## config.mk

```make
export PLATFORM = sky130hd
export DESIGN_NAME = pooled_bst_insert_delete
export DESIGN_NICKNAME = d
export VERILOG_FILES = /design/src/rtl/core/pbst_pkg.sv /design/src/rtl/core/pbst_node_mem.sv /design/src/rtl/core/pooled_bst_insert_delete.sv
export SDC_FILE = /design/constraint.sdc
export NUM_CORES = 1
export LEC_CHECK = 0
export ABC_AREA = 1
export BUFFER_PORTS_ARGS = -buffer_cell sky130_fd_sc_hd__clkbuf_2
export CORE_MARGIN = 2
export CORE_UTILIZATION = 55
export CTS_CLUSTER_SIZE = 28
export DETAILED_ROUTE_END_ITERATION = 8
export HOLD_SLACK_MARGIN = 0.15
export PLACE_DENSITY = 0.75
export SLEW_MARGIN = 30
export SYNTH_ARGS = -nofsm -noshare
export SYNTH_HDL_FRONTEND = slang
export SYNTH_SLANG_ARGS = --single-unit
```

## constraint.sdc

```tcl
create_clock -name clk -period 7.9 [get_ports clk]
set_clock_uncertainty 0.05 [all_clocks]
set_input_delay 1.58 -clock clk [delete_from_list [all_inputs] [get_ports clk]]
set_output_delay 1.58 -clock clk [all_outputs]
set_load 0.02 [all_outputs]
```

## src/rtl/core/pbst_pkg.sv

```systemverilog
`default_nettype none

package pbst_pkg;

	// key and stream widths
	localparam int KEY_W       = 32;
	localparam int SLOT_W      = 4;
	localparam int STATUS_W    = 2;
	localparam int OP_W        = 1;
	localparam int IN_TDATA_W  = 32;
	localparam int IN_TUSER_W  = 1;
	localparam int OUT_TDATA_W = 8;
	localparam int OUT_TUSER_W = 2;

	// default pool size
	localparam int NODES_DEF = 16;

	// operation codes
	localparam logic [OP_W-1:0] OP_INSERT = 1'b0;
	localparam logic [OP_W-1:0] OP_DELETE = 1'b1;

	// result status codes
	localparam logic [STATUS_W-1:0] ST_DONE    = 2'd0;
	localparam logic [STATUS_W-1:0] ST_FULL    = 2'd1;
	localparam logic [STATUS_W-1:0] ST_EMPTY   = 2'd2;
	localparam logic [STATUS_W-1:0] ST_MISSING = 2'd3;

endpackage

`default_nettype wire

```

## src/rtl/core/pbst_node_mem.sv

```systemverilog
`default_nettype none

module pbst_node_mem #(
	parameter int DEPTH  = 16,
	parameter int DATA_W = 42
) (
	input  wire logic                                   clk,
	input  wire logic                                   wr_en,
	input  wire logic [((DEPTH > 1) ? $clog2(DEPTH) : 1)-1:0] wr_addr,
	input  wire logic [DATA_W-1:0]                      wr_data,
	input  wire logic [((DEPTH > 1) ? $clog2(DEPTH) : 1)-1:0] rd_addr,
	output logic      [DATA_W-1:0]                      rd_data
);

	logic [DATA_W-1:0] mem [DEPTH];

	// write port
	always_ff @(posedge clk) begin
		if (wr_en) begin
			mem[wr_addr] <= wr_data;
		end
	end

	// registered read
	always_ff @(posedge clk) begin
		rd_data <= mem[rd_addr];
	end

endmodule

`default_nettype wire

```

## src/rtl/core/pooled_bst_insert_delete.sv

```systemverilog
// pooled bst, insert and delete; full/empty skip the tree, missing ends the search; insert
// takes the free head, then walks to the leaf's parent unless the tree is empty; delete
// searches, walks the successor path if there is a right subtree, fixes the successor's old
// parent if it is not the right child, then the parent link and free list; one node read per
// cycle; one item in flight, next beat taken the cycle after the result is loaded; a stalled
// result beat holds S_FIN; reset: async, active low; a clearing pass then rebuilds free list
`default_nettype none

module pooled_bst_insert_delete #(
	parameter int NODES = pbst_pkg::NODES_DEF
) (
	input  wire logic                               clk,
	input  wire logic                               arst_n,
	// input stream
	input  wire logic                               s_axis_tvalid,
	output logic                                    s_axis_tready,
	input  wire logic [pbst_pkg::IN_TDATA_W-1:0]    s_axis_tdata,  // [31:0] key (signed)
	input  wire logic [pbst_pkg::IN_TUSER_W-1:0]    s_axis_tuser,  // [0] operation
	// result stream
	output logic                                    m_axis_tvalid,
	input  wire logic                               m_axis_tready,
	output logic      [pbst_pkg::OUT_TDATA_W-1:0]   m_axis_tdata,  // [3:0] node_slot, [7:4] zero
	output logic      [pbst_pkg::OUT_TUSER_W-1:0]   m_axis_tuser   // [1:0] status
);

	import pbst_pkg::*;

	// slot address width, link width (null is the value NODES), node word width
	localparam int AW = (NODES > 1) ? $clog2(NODES) : 1;
	localparam int LW = $clog2(NODES + 1);
	localparam int DW = KEY_W + 2 * LW;

	localparam logic [LW-1:0] LINK_NULL = LW'(NODES);
	localparam logic [LW-1:0] STEP_MAX  = LW'(NODES);
	localparam logic [LW-1:0] STEP_LAST = LW'(NODES - 1);

	// sequencer states
	typedef enum logic [10:0] {
		S_CLR       = 11'b000_0000_0001,
		S_IDLE      = 11'b000_0000_0010,
		S_INS_FREE  = 11'b000_0000_0100,
		S_INS_WALK  = 11'b000_0000_1000,
		S_DEL_SRCH  = 11'b000_0001_0000,
		S_DEL_SUCC  = 11'b000_0010_0000,
		S_DEL_SPREV = 11'b000_0100_0000,
		S_DEL_PAR   = 11'b000_1000_0000,
		S_DEL_FREE  = 11'b001_0000_0000,
		S_FIN       = 11'b010_0000_0000,
		S_SPARE     = 11'b100_0000_0000
	} state_t;

	state_t state_q;

	// control registers
	logic [LW-1:0]          clr_q;
	logic [LW-1:0]          root_q;
	logic [LW-1:0]          free_q;
	logic [LW-1:0]          cur_q;
	logic [LW-1:0]          parent_q;
	logic [LW-1:0]          succ_q;
	logic [LW-1:0]          sprev_q;
	logic [LW-1:0]          repl_q;
	logic [LW-1:0]          steps_q;
	logic                   dir_q;          // 1: cur hangs on the parent's left
	logic [STATUS_W-1:0]    res_status_q;
	logic                   m_tvalid_q;

	// payload registers
	logic signed [KEY_W-1:0] key_q;
	logic [AW-1:0]           slot_q;
	logic [LW-1:0]           cl_q;           // left link of the node being deleted
	logic [LW-1:0]           cr_q;           // right link of the node being deleted
	logic [LW-1:0]           succr_q;        // right link of the successor
	logic [DW-1:0]           parnode_q;
	logic [DW-1:0]           sprevnode_q;
	logic [STATUS_W-1:0]     m_status_q;
	logic [SLOT_W-1:0]       m_slot_q;

	// node memory port
	logic                    wr_en;
	logic [AW-1:0]           wr_addr;
	logic [DW-1:0]           wr_data;
	logic [AW-1:0]           rd_addr;
	logic [DW-1:0]           rd_data;

	// node word fields: {key, left, right}
	logic signed [KEY_W-1:0] rd_key;
	logic [LW-1:0]           rd_left;
	logic [LW-1:0]           rd_right;
	logic signed [KEY_W-1:0] par_key;
	logic [LW-1:0]           par_left;
	logic [LW-1:0]           par_right;
	logic signed [KEY_W-1:0] sp_key;
	logic [LW-1:0]           sp_right;

	logic                    key_above;
	logic                    key_hit;
	logic [LW-1:0]           walk_next;
	logic [LW-1:0]           steps_inc;
	logic [LW-1:0]           slot_link;
	logic [LW-1:0]           clr_next;
	logic                    ins_more;
	logic                    srch_stop;
	logic                    succ_more;
	logic                    in_beat;
	logic                    out_free;
	logic [AW+SLOT_W-1:0]    slot_wide;

	function automatic logic is_slot(input logic [LW-1:0] s);
		return s < LINK_NULL;
	endfunction

	assign rd_key    = rd_data[DW-1 -: KEY_W];
	assign rd_left   = rd_data[2*LW-1:LW];
	assign rd_right  = rd_data[LW-1:0];
	assign par_key   = parnode_q[DW-1 -: KEY_W];
	assign par_left  = parnode_q[2*LW-1:LW];
	assign par_right = parnode_q[LW-1:0];
	assign sp_key    = sprevnode_q[DW-1 -: KEY_W];
	assign sp_right  = sprevnode_q[LW-1:0];

	// signed compare against the node just read
	assign key_above = rd_key > key_q;
	assign key_hit   = rd_key == key_q;
	assign walk_next = key_above ? rd_left : rd_right;
	assign steps_inc = steps_q + LW'(1);
	assign slot_link = LW'(slot_q);
	assign clr_next  = clr_q + LW'(1);

	// walk continuation tests
	assign ins_more  = is_slot(walk_next) && (steps_q < STEP_LAST);
	assign srch_stop = (steps_q == STEP_MAX) || !is_slot(walk_next);
	assign succ_more = is_slot(rd_left) && (steps_q < STEP_MAX);

	assign s_axis_tready = (state_q == S_IDLE);
	assign in_beat       = s_axis_tvalid && s_axis_tready;
	assign out_free      = !m_tvalid_q || m_axis_tready;

	// node_slot carries the low bits of the slot number
	assign slot_wide = {{SLOT_W{1'b0}}, slot_q};

	pbst_node_mem #(
		.DEPTH  (NODES),
		.DATA_W (DW)
	) u_node_mem (
		.clk     (clk),
		.wr_en   (wr_en),
		.wr_addr (wr_addr),
		.wr_data (wr_data),
		.rd_addr (rd_addr),
		.rd_data (rd_data)
	);

	// memory port: one read and at most one write per cycle
	always_comb begin
		rd_addr = cur_q[AW-1:0];
		wr_en   = 1'b0;
		wr_addr = '0;
		wr_data = '0;
		unique case (state_q)
			S_CLR: begin
				// rebuild the free chain: slot i links to slot i+1, last one to null
				wr_en   = 1'b1;
				wr_addr = clr_q[AW-1:0];
				wr_data = {KEY_W'(0), LINK_NULL, clr_next};
			end
			S_IDLE: begin
				rd_addr = (s_axis_tuser == OP_INSERT) ? free_q[AW-1:0] : root_q[AW-1:0];
			end
			S_INS_FREE: begin
				// new leaf takes the free head
				wr_en   = 1'b1;
				wr_addr = free_q[AW-1:0];
				wr_data = {key_q, LINK_NULL, LINK_NULL};
				rd_addr = root_q[AW-1:0];
			end
			S_INS_WALK: begin
				rd_addr = walk_next[AW-1:0];
				if (!ins_more) begin
					// attach the leaf below the last node on the path
					wr_en   = 1'b1;
					wr_addr = cur_q[AW-1:0];
					wr_data = key_above ? {rd_key, slot_link, rd_right}
					                    : {rd_key, rd_left, slot_link};
				end
			end
			S_DEL_SRCH: begin
				rd_addr = key_hit ? rd_right[AW-1:0] : walk_next[AW-1:0];
			end
			S_DEL_SUCC: begin
				rd_addr = rd_left[AW-1:0];
				if (!succ_more) begin
					// successor takes the deleted node's left link, and its right link unless it is that right child
					wr_en   = 1'b1;
					wr_addr = succ_q[AW-1:0];
					wr_data = is_slot(sprev_q) ? {rd_key, cl_q, cr_q}
					                           : {rd_key, cl_q, rd_right};
				end
			end
			S_DEL_SPREV: begin
				// successor's old parent adopts the successor's right subtree
				wr_en   = 1'b1;
				wr_addr = sprev_q[AW-1:0];
				wr_data = {sp_key, succr_q, sp_right};
			end
			S_DEL_PAR: begin
				if (is_slot(parent_q)) begin
					wr_en   = 1'b1;
					wr_addr = parent_q[AW-1:0];
					wr_data = dir_q ? {par_key, repl_q, par_right}
					                : {par_key, par_left, repl_q};
				end
			end
			S_DEL_FREE: begin
				// freed slot goes to the head of the free list
				wr_en   = 1'b1;
				wr_addr = slot_q;
				wr_data = {KEY_W'(0), LINK_NULL, free_q};
			end
			S_FIN, S_SPARE: begin
			end
			default: begin
			end
		endcase
	end

	// sequencer
	always_ff @(posedge clk or negedge arst_n) begin
		if (!arst_n) begin
			state_q      <= S_CLR;
			clr_q        <= '0;
			root_q       <= LINK_NULL;
			free_q       <= '0;
			cur_q        <= LINK_NULL;
			parent_q     <= LINK_NULL;
			succ_q       <= LINK_NULL;
			sprev_q      <= LINK_NULL;
			repl_q       <= LINK_NULL;
			steps_q      <= '0;
			dir_q        <= 1'b0;
			res_status_q <= ST_DONE;
			m_tvalid_q   <= 1'b0;
		end else begin
			// result register: loaded when the item finishes, cleared once taken
			if (state_q == S_FIN && out_free) begin
				m_tvalid_q <= 1'b1;
			end else if (m_tvalid_q && m_axis_tready) begin
				m_tvalid_q <= 1'b0;
			end
			unique case (state_q)
				S_CLR: begin
					clr_q <= clr_next;
					if (clr_q == STEP_LAST) begin
						state_q <= S_IDLE;
					end
				end
				S_IDLE: begin
					if (in_beat) begin
						if (s_axis_tuser == OP_INSERT) begin
							if (!is_slot(free_q)) begin
								res_status_q <= ST_FULL;
								state_q      <= S_FIN;
							end else begin
								state_q <= S_INS_FREE;
							end
						end else begin
							if (!is_slot(root_q)) begin
								res_status_q <= ST_EMPTY;
								state_q      <= S_FIN;
							end else begin
								cur_q    <= root_q;
								parent_q <= LINK_NULL;
								steps_q  <= '0;
								state_q  <= S_DEL_SRCH;
							end
						end
					end
				end
				S_INS_FREE: begin
					free_q <= rd_right;
					if (!is_slot(root_q)) begin
						root_q       <= free_q;
						res_status_q <= ST_DONE;
						state_q      <= S_FIN;
					end else begin
						cur_q   <= root_q;
						steps_q <= '0;
						state_q <= S_INS_WALK;
					end
				end
				S_INS_WALK: begin
					if (ins_more) begin
						cur_q   <= walk_next;
						steps_q <= steps_inc;
					end else begin
						res_status_q <= ST_DONE;
						state_q      <= S_FIN;
					end
				end
				S_DEL_SRCH: begin
					if (key_hit) begin
						if (is_slot(rd_right)) begin
							succ_q  <= rd_right;
							sprev_q <= LINK_NULL;
							steps_q <= '0;
							state_q <= S_DEL_SUCC;
						end else begin
							repl_q  <= rd_left;
							state_q <= S_DEL_PAR;
						end
					end else if (srch_stop) begin
						res_status_q <= ST_MISSING;
						state_q      <= S_FIN;
					end else begin
						parent_q <= cur_q;
						dir_q    <= key_above;
						cur_q    <= walk_next;
						steps_q  <= steps_inc;
					end
				end
				S_DEL_SUCC: begin
					if (succ_more) begin
						sprev_q <= succ_q;
						succ_q  <= rd_left;
						steps_q <= steps_inc;
					end else begin
						repl_q  <= succ_q;
						state_q <= is_slot(sprev_q) ? S_DEL_SPREV : S_DEL_PAR;
					end
				end
				S_DEL_SPREV: begin
					state_q <= S_DEL_PAR;
				end
				S_DEL_PAR: begin
					if (!is_slot(parent_q)) begin
						root_q <= repl_q;
					end
					state_q <= S_DEL_FREE;
				end
				S_DEL_FREE: begin
					free_q       <= LW'(slot_q);
					res_status_q <= ST_DONE;
					state_q      <= S_FIN;
				end
				S_FIN: begin
					// hold the result until the output register is free
					if (out_free) begin
						state_q <= S_IDLE;
					end
				end
				S_SPARE: begin
					state_q <= S_IDLE;
				end
				default: begin
					state_q <= S_IDLE;
				end
			endcase
		end
	end

	// payload capture
	always_ff @(posedge clk) begin
		if (in_beat) begin
			key_q <= signed'(s_axis_tdata[KEY_W-1:0]);
		end
		if (state_q == S_INS_FREE) begin
			slot_q <= free_q[AW-1:0];
		end
		if (state_q == S_DEL_SRCH) begin
			if (key_hit) begin
				slot_q <= cur_q[AW-1:0];
				cl_q   <= rd_left;
				cr_q   <= rd_right;
			end else begin
				parnode_q <= rd_data;
			end
		end
		if (state_q == S_DEL_SUCC) begin
			if (succ_more) begin
				sprevnode_q <= rd_data;
			end else begin
				succr_q <= rd_right;
			end
		end
		if (state_q == S_FIN && out_free) begin
			m_status_q <= res_status_q;
			m_slot_q   <= (res_status_q == ST_DONE) ? slot_wide[SLOT_W-1:0] : '0;
		end
	end

	assign m_axis_tvalid = m_tvalid_q;
	assign m_axis_tuser  = m_status_q;
	assign m_axis_tdata  = {(OUT_TDATA_W - SLOT_W)'(0), m_slot_q};

`ifndef NO_ASSERTIONS
	// the node memory is never written while no item is in work
	assert property (@(posedge clk) disable iff (!arst_n)
		(state_q == S_IDLE || state_q == S_FIN) |-> !wr_en)
		else $error("node memory written outside an operation");

	// a failed operation reports slot zero
	assert property (@(posedge clk) disable iff (!arst_n)
		(m_axis_tvalid && m_axis_tuser != ST_DONE) |-> (m_axis_tdata == '0))
		else $error("nonzero slot on a failed operation");

	// an insert into a full pool goes straight to the result
	assert property (@(posedge clk) disable iff (!arst_n)
		(in_beat && s_axis_tuser == OP_INSERT && !is_slot(free_q)) |=> (state_q == S_FIN))
		else $error("full pool insert did not finish at once");

	// free head is a slot or the null value
	assert property (@(posedge clk) disable iff (!arst_n)
		free_q <= LINK_NULL)
		else $error("free head out of range");
`endif

endmodule

`default_nettype wire
```

==> results of run 1 <==
[worst max-delay path: cells and delay by family (launching register included)]
family,cells,cell delay (ns)
buf+inv,3,1.12
fa+ha+maj,1,0.40
simple gates,12,3.29
compound gates,1,0.13
flops,1,0.44
[routing by layer]
| layer | part of all wire [%] | global-route usage (%) |
|---|---|---|
| met5 | 0.011 | 0 |
| met3 | 11 | 5.20 |
| met1 | 39 | 39.6 |
| met2 | 46 | 44.4 |
| met4 | 3.2 | 10.6 |
[state kept, by name (all words and copies together) (netlist names), 5 cells and up]
signal and count:
cl_q 5, clr_q 5, cr_q 5, cur_q 5
free_q 5, key_q 32, parent_q 5, parnode_q 42
repl_q 5, root_q 5, sprev_q 5, sprevnode_q 37
state_q 10, steps_q 5, succ_q 5, succr_q 5
u_node_mem.mem 672, u_node_mem.rd_data 42
[final timing paths]
check	endpoint	cells after the start
worst max-delay path	u_node_mem.mem[0][26]	17
worst min-delay path	cur_q[4]	2
worst max register to register	u_node_mem.mem[0][26]	17
worst min register to register	cur_q[4]	2
max in group asynchronous	parent_q[2]	2
min in group asynchronous	state_q[1]	2
[layout by cell type, fill, tap and decap left out, drive strengths merged, types with 7 or more instances in the layout]
cell / netlist / routed
a31oi: 7 / 7
bufinv: 0 / 10
nor4: 8 / 8
o31ai: 13 / 13
a211oi: 12 / 12
nand3: 790 / 790
nand4: 14 / 14
edfxtp: 804 / 804
nor3: 21 / 21
o221ai: 10 / 10
dfrtp: 52 / 52
o211ai: 8 / 8
ha: 36 / 36
nand2: 776 / 776
clkbuf: 78 / 168
dfstp: 7 / 7
a21oi: 22 / 22
o2111ai: 10 / 10
nor2: 118 / 118
inv: 577 / 581
buf: 128 / 59
nand3b: 86 / 86
clkinv: 1 / 27
o21ai: 109 / 109
dfxtp: 46 / 46
a221oi: 27 / 27
[cells in the mapped netlist, types with 10 or more instances]
library cell / instances / share of area (%)
clkbuf_1: 78 / 0.73
buf_1: 25 / 0.23
buf_2: 93 / 1.2
o21ai_1: 11 / 0.14
nand3b_1: 86 / 1.6
o2111ai_1: 10 / 0.22
nand4_1: 13 / 0.20
nor3_1: 17 / 0.21
dfxtp_1: 46 / 2.3
dfrtp_1: 52 / 3.3
o31ai_1: 13 / 0.24
nand2_1: 774 / 7.3
nor2_1: 112 / 1.1
nand3_1: 788 / 9.9
edfxtp_1: 804 / 60
o21ai_0: 97 / 1.2
a21oi_1: 21 / 0.26
inv_1: 568 / 5.3
ha_1: 36 / 1.1
a211oi_1: 10 / 0.19
a221oi_1: 27 / 0.59
o221ai_1: 10 / 0.22
[kinds of logic after synthesis]
group                    share of synthesized area [%]
adder cells (fa/ha/maj)                           1.13
flip-flops                                        66.4
AO/OA/AOI/OAI                                     3.77
XOR/XNOR                                        0.0876
buffers and inverters                             7.75
AND/OR/NAND/NOR                                   20.8
other                                          0.00938
multiplexers                                    0.0250
[stage by stage]
| step | cells | utilization [%] | setup slack (ns) | hold WS [ns] |
|---|---|---|---|---|
| floorplan | 3790 | - | 3.32 | 0.376 |
| global placement | 4632 | 57.4 | 2.14 | 0.402 |
| detailed placement | 4637 | 57.6 | 2.11 | 0.409 |
| CTS | 4803 | 61.7 | 2.08 | 0.420 |
| global route | 4803 | 61.8 | 1.64 | 0.433 |
| finish | 4805 | 61.8 | 2.02 | 0.423 |
[area by class of cell]
cell class	count	area [um^2]	area share [%]
clock inverters	42	519	1.17
clock buffers	124	2460	5.55
well taps	950	1190	2.68
flip-flops and latches	909	26500	59.9
inverters	578	2170	4.91
repair buffers	103	842	1.90
multi-input cells	2097	10600	23.8
diodes	2	5.00	0.0113
==> qor.csv, run 1 <==
metric,value,unit
outcome,completed,
"Setup Fix Bufs, Post-CTS",0,
main flop type after synthesis,edfxtp_1,
ys async rst share,6.49,%
CP max stage delay,0.79,ns
cts repair resizes,0,
vias in the first global route,27200,
Slew headroom,23.0,%
fin crit share,74.4,%
CTS Sinks,909,
min-delay src,cur_q[4],
GRT Util Overall,28.3,%
worst skew pair latency,0.65,ns
library cells used by synthesis,56,
cts hold-fix bufs,0,
fmax,170,MHz
synthesis-stage register bit count,909,
share of cells above drive strength 1,7.86,%
fin nets,3850,
Cells after Synth,3787,
WP data arrival,6.09,ns
TritonCTS clock tree,done,
Post-DP HPWL,58.3,mm
residual DRC count,0,
fin. max-slew vios,0,
slowest CP cell,nor2_4,
Core ar.,71700,um^2
Tmin final,5.88,ns
register-to-register path setup slack,2.02,ns
TNS Setup,0,ns
Vias/cell,5.90,
Setup-failing EPs final,0,
Critical Path Sink Type,flip-flop,
Finished Cell Area,44300,um^2
DR iter-0 viols,4092,
Starting Density,55.7,%
final antenna-violating net count,0,
Placed Area,41300,um^2
DIE WIDTH,274,um
largest net degree at the start of global routing,169,
Num CTS Buffers,88,
Clock transition at path regs,0.06,ns
# fillers,5507,
die area,74900,um^2
initial antenna violation count,1,
Avg Inst Size Synth,10.6,um^2
Syn-to-layout area delta,10.8,%
die height,274,um
Overflow after GRT,0,
worst slew pin tran,1.15,ns
I/O pins,49,
worst reg2reg path startpoint,u_node_mem.rd_data[41],
number of synthesized flops with an enable pin,804,
TritonRoute pass-1 iters,6,
CP Cell Sequence,ha_1 -> nand2_1 -> nor2_1 -> nand4_1 -> nor3_2 -> nand2_1 -> nand3_2 -> o21ai_1 -> nand2_1 -> nand2_2 -> inv_1 -> buf_4 -> nor2_1 -> nand3_1 -> nand3_1 -> nor2_4 -> buf_4,
standard-cell rows,98,
path type of the worst setup path,flip-flop to flip-flop,
worst path required time,8.12,ns
Clock Tree Root,clkbuf_16,
global-route wire length before repair,161,mm
H-tree levels,3,
Max-Cap Viols,0,
RePlAce Congestion,0.974,
PortBufs,44,
Synth Warn #,0,
Critical Path Source,u_node_mem.rd_data[41],
Hold WC Path Type,flip-flop to flip-flop,
final hold violation count,0,
Avg WL per Cell,22.1,um
total number of vias,28400,
Mapped Area,40000,um^2
critical path peak fanout,36,
unrepaired setup endpoints after global routing,no,
Most common cell on crit path,nand2_1,
overall routed net length,106,mm
CP startpoint kind,flip-flop,
Longest Clk Path Bufs,3,
"Seq/Total Area, Yosys",66.4,%
Power of run 1 is not shown: default switching activity piles up to over one toggle a cycle in this logic, so the estimate is an artifact.
==> run 2, diff against run 1 <==
--- a/config.mk
+++ b/config.mk
@@ -12,7 +12,7 @@
 export CTS_CLUSTER_SIZE = 28
 export DETAILED_ROUTE_END_ITERATION = 8
 export HOLD_SLACK_MARGIN = 0.15
-export PLACE_DENSITY = 0.75
+export PLACE_DENSITY = 0.78
 export SLEW_MARGIN = 30
 export SYNTH_ARGS = -nofsm -noshare
 export SYNTH_HDL_FRONTEND = slang
==> constraint.sdc (replaced) <==
create_clock -name clk -period 4.9 [get_ports clk]
set_clock_uncertainty 0.05 [all_clocks]
set_input_delay 0.98 -clock clk [delete_from_list [all_inputs] [get_ports clk]]
set_output_delay 0.98 -clock clk [all_outputs]
set_load 0.02 [all_outputs]
==> qor.csv, run 2 (same netlist as run 1, synthesis figures left out) <==
metric,value,unit
outcome,completed,
most frequent cells in the layout,"edfxtp_1, nand3_1, nand2_1",
DR iter-0 viols,3980,
pre-CTS WS,0.549,ns
Num CTS Buffers,88,
Tmin final,4.48,ns
Slew headroom,35.6,%
I/O pins,49,
Clock Tree Root,clkbuf_16,
Final Core Density,62.2,%
die area,74900,um^2
final antenna-violating net count,0,
GRT Util Overall,27.9,%
path type of the worst setup path,flip-flop to flip-flop,
Finished Cell Area,44600,um^2
PortBufs,44,
share of cells above drive strength 1,8.52,%
"Setup Fix Bufs, Post-CTS",0,
fin. max-slew vios,0,
Placed Area,41800,um^2
worst path required time,5.11,ns
vias in the first global route,27400,
cts repair resizes,0,
final hold violation count,0,
RePlAce Congestion,0.952,
CP startpoint kind,flip-flop,
Longest Clk Path Bufs,3,
Regs by FF count,"u_node_mem.mem x672, parnode_q x42, u_node_mem.rd_data x42",
residual DRC count,0,
TNS Setup,0,ns
cts hold-fix bufs,0,
TritonCTS clock tree,done,
Post-DP HPWL,61.7,mm
fmax,223,MHz
# fillers,5329,
Syn-to-layout area delta,11.6,%
WP data arrival,4.69,ns
Max-Cap Viols,0,
unrepaired setup endpoints after global routing,no,
worst skew pair latency,0.63,ns
fin nets,3884,
initial antenna violation count,2,
Vias/cell,5.90,
max reg flops,672,
TritonRoute pass-1 iters,6,
critical path peak fanout,30,
Core ar.,71700,um^2
standard-cell rows,98,
Setup-failing EPs final,0,
largest net degree at the start of global routing,151,
worst slew pin tran,0.964,ns
fin crit share,91.4,%
Critical Path Sink Type,flip-flop,
CTS Sinks,909,
global-route wire length before repair,159,mm
"commonest non-fill, non-tap cell in the layout",edfxtp_1,
Overflow after GRT,0,
Clock transition at path regs,0.06,ns
total number of vias,28500,
"Most flops, register",u_node_mem.mem,
overall routed net length,105,mm
DIE WIDTH,274,um
H-tree levels,3,
Hold WC Path Type,input port to asynchronous set/reset pin,
die height,274,um
Starting Density,55.7,%
Avg WL per Cell,21.8,um
fin worst setup slack,0.423,ns
## run 2: changes by cell type in the layout (fill, tap and decap cells not counted), moves of 4 or more
cell / change
o2111ai_2: +4
buf_16: -4
buf_4: +18
clkbuf_1: -5
o2111ai_1: -4
clkinv_1: +10
buf_12: +21
## run 2: area by class of cell
| class | instances | area [um^2] | share of cell area [%] |
|---|---|---|---|
| timing repair buffer | 137 | 1280 | 2.86 |
| antenna | 1 | 2.50 | 0.00561 |
| multi-input combinational | 2097 | 10600 | 23.7 |
| tap | 950 | 1190 | 2.66 |
| sequential | 909 | 26500 | 59.5 |
| clock buffer | 117 | 2420 | 5.44 |
| inverter | 578 | 2170 | 4.87 |
| clock inverter | 45 | 418 | 0.937 |
## run 2: final timing paths
| check | startpoint | end | slack, ns | depth (start not counted) |
|---|---|---|---|---|
| worst min register to register | succ_q[4] | succ_q[4] | 0.42 | 2 |
| worst max-delay path | key_q[31] | u_node_mem.mem[5][35] | 0.42 | 15 |
| worst max register to register | key_q[31] | u_node_mem.mem[5][35] | 0.42 | 15 |
| max in group asynchronous | arst_n | cur_q[4] | 3.54 | 2 |
| worst min-delay path | arst_n | steps_q[2] | 0.31 | 1 |
| min in group clk | succ_q[4] | succ_q[4] | 0.42 | 2 |
## run 2: metrics by stage
stage,instances,hold slack (ns)
4_1_cts,4833,0.309
6_report,4834,0.312
3_5_place_dp,4671,0.414
2_1_floorplan,3790,0.376
3_3_place_gp,4670,0.399
5_1_grt,4833,0.354
## run 2: worst max-delay path, cell delays in order (launching register included)
cell      delay [ns]
edfxtp_1        0.33
inv_1           0.05
ha_1            0.35
nand2_1         0.12
nor2_1          0.17
nand4_1         0.17
nor3_2          0.34
nand2_1         0.34
nand3_2         0.23
o21ai_1         0.10
nand2_1         0.17
nand2_2         0.13
o21ai_0         0.36
nand3_1         0.43
nor2_4          0.21
buf_4           0.53
## run 2: per-layer routing
layer,vias to the layer above,global-route usage [%],share of wire [%]
met4,2,12.1,3.7
met1,13600,38.6,39
met5,-,0,0.012
met2,1686,43.5,46
met3,284,5.00,11
li1,12900,-,-
Power of run 2 is left out for the same reason.
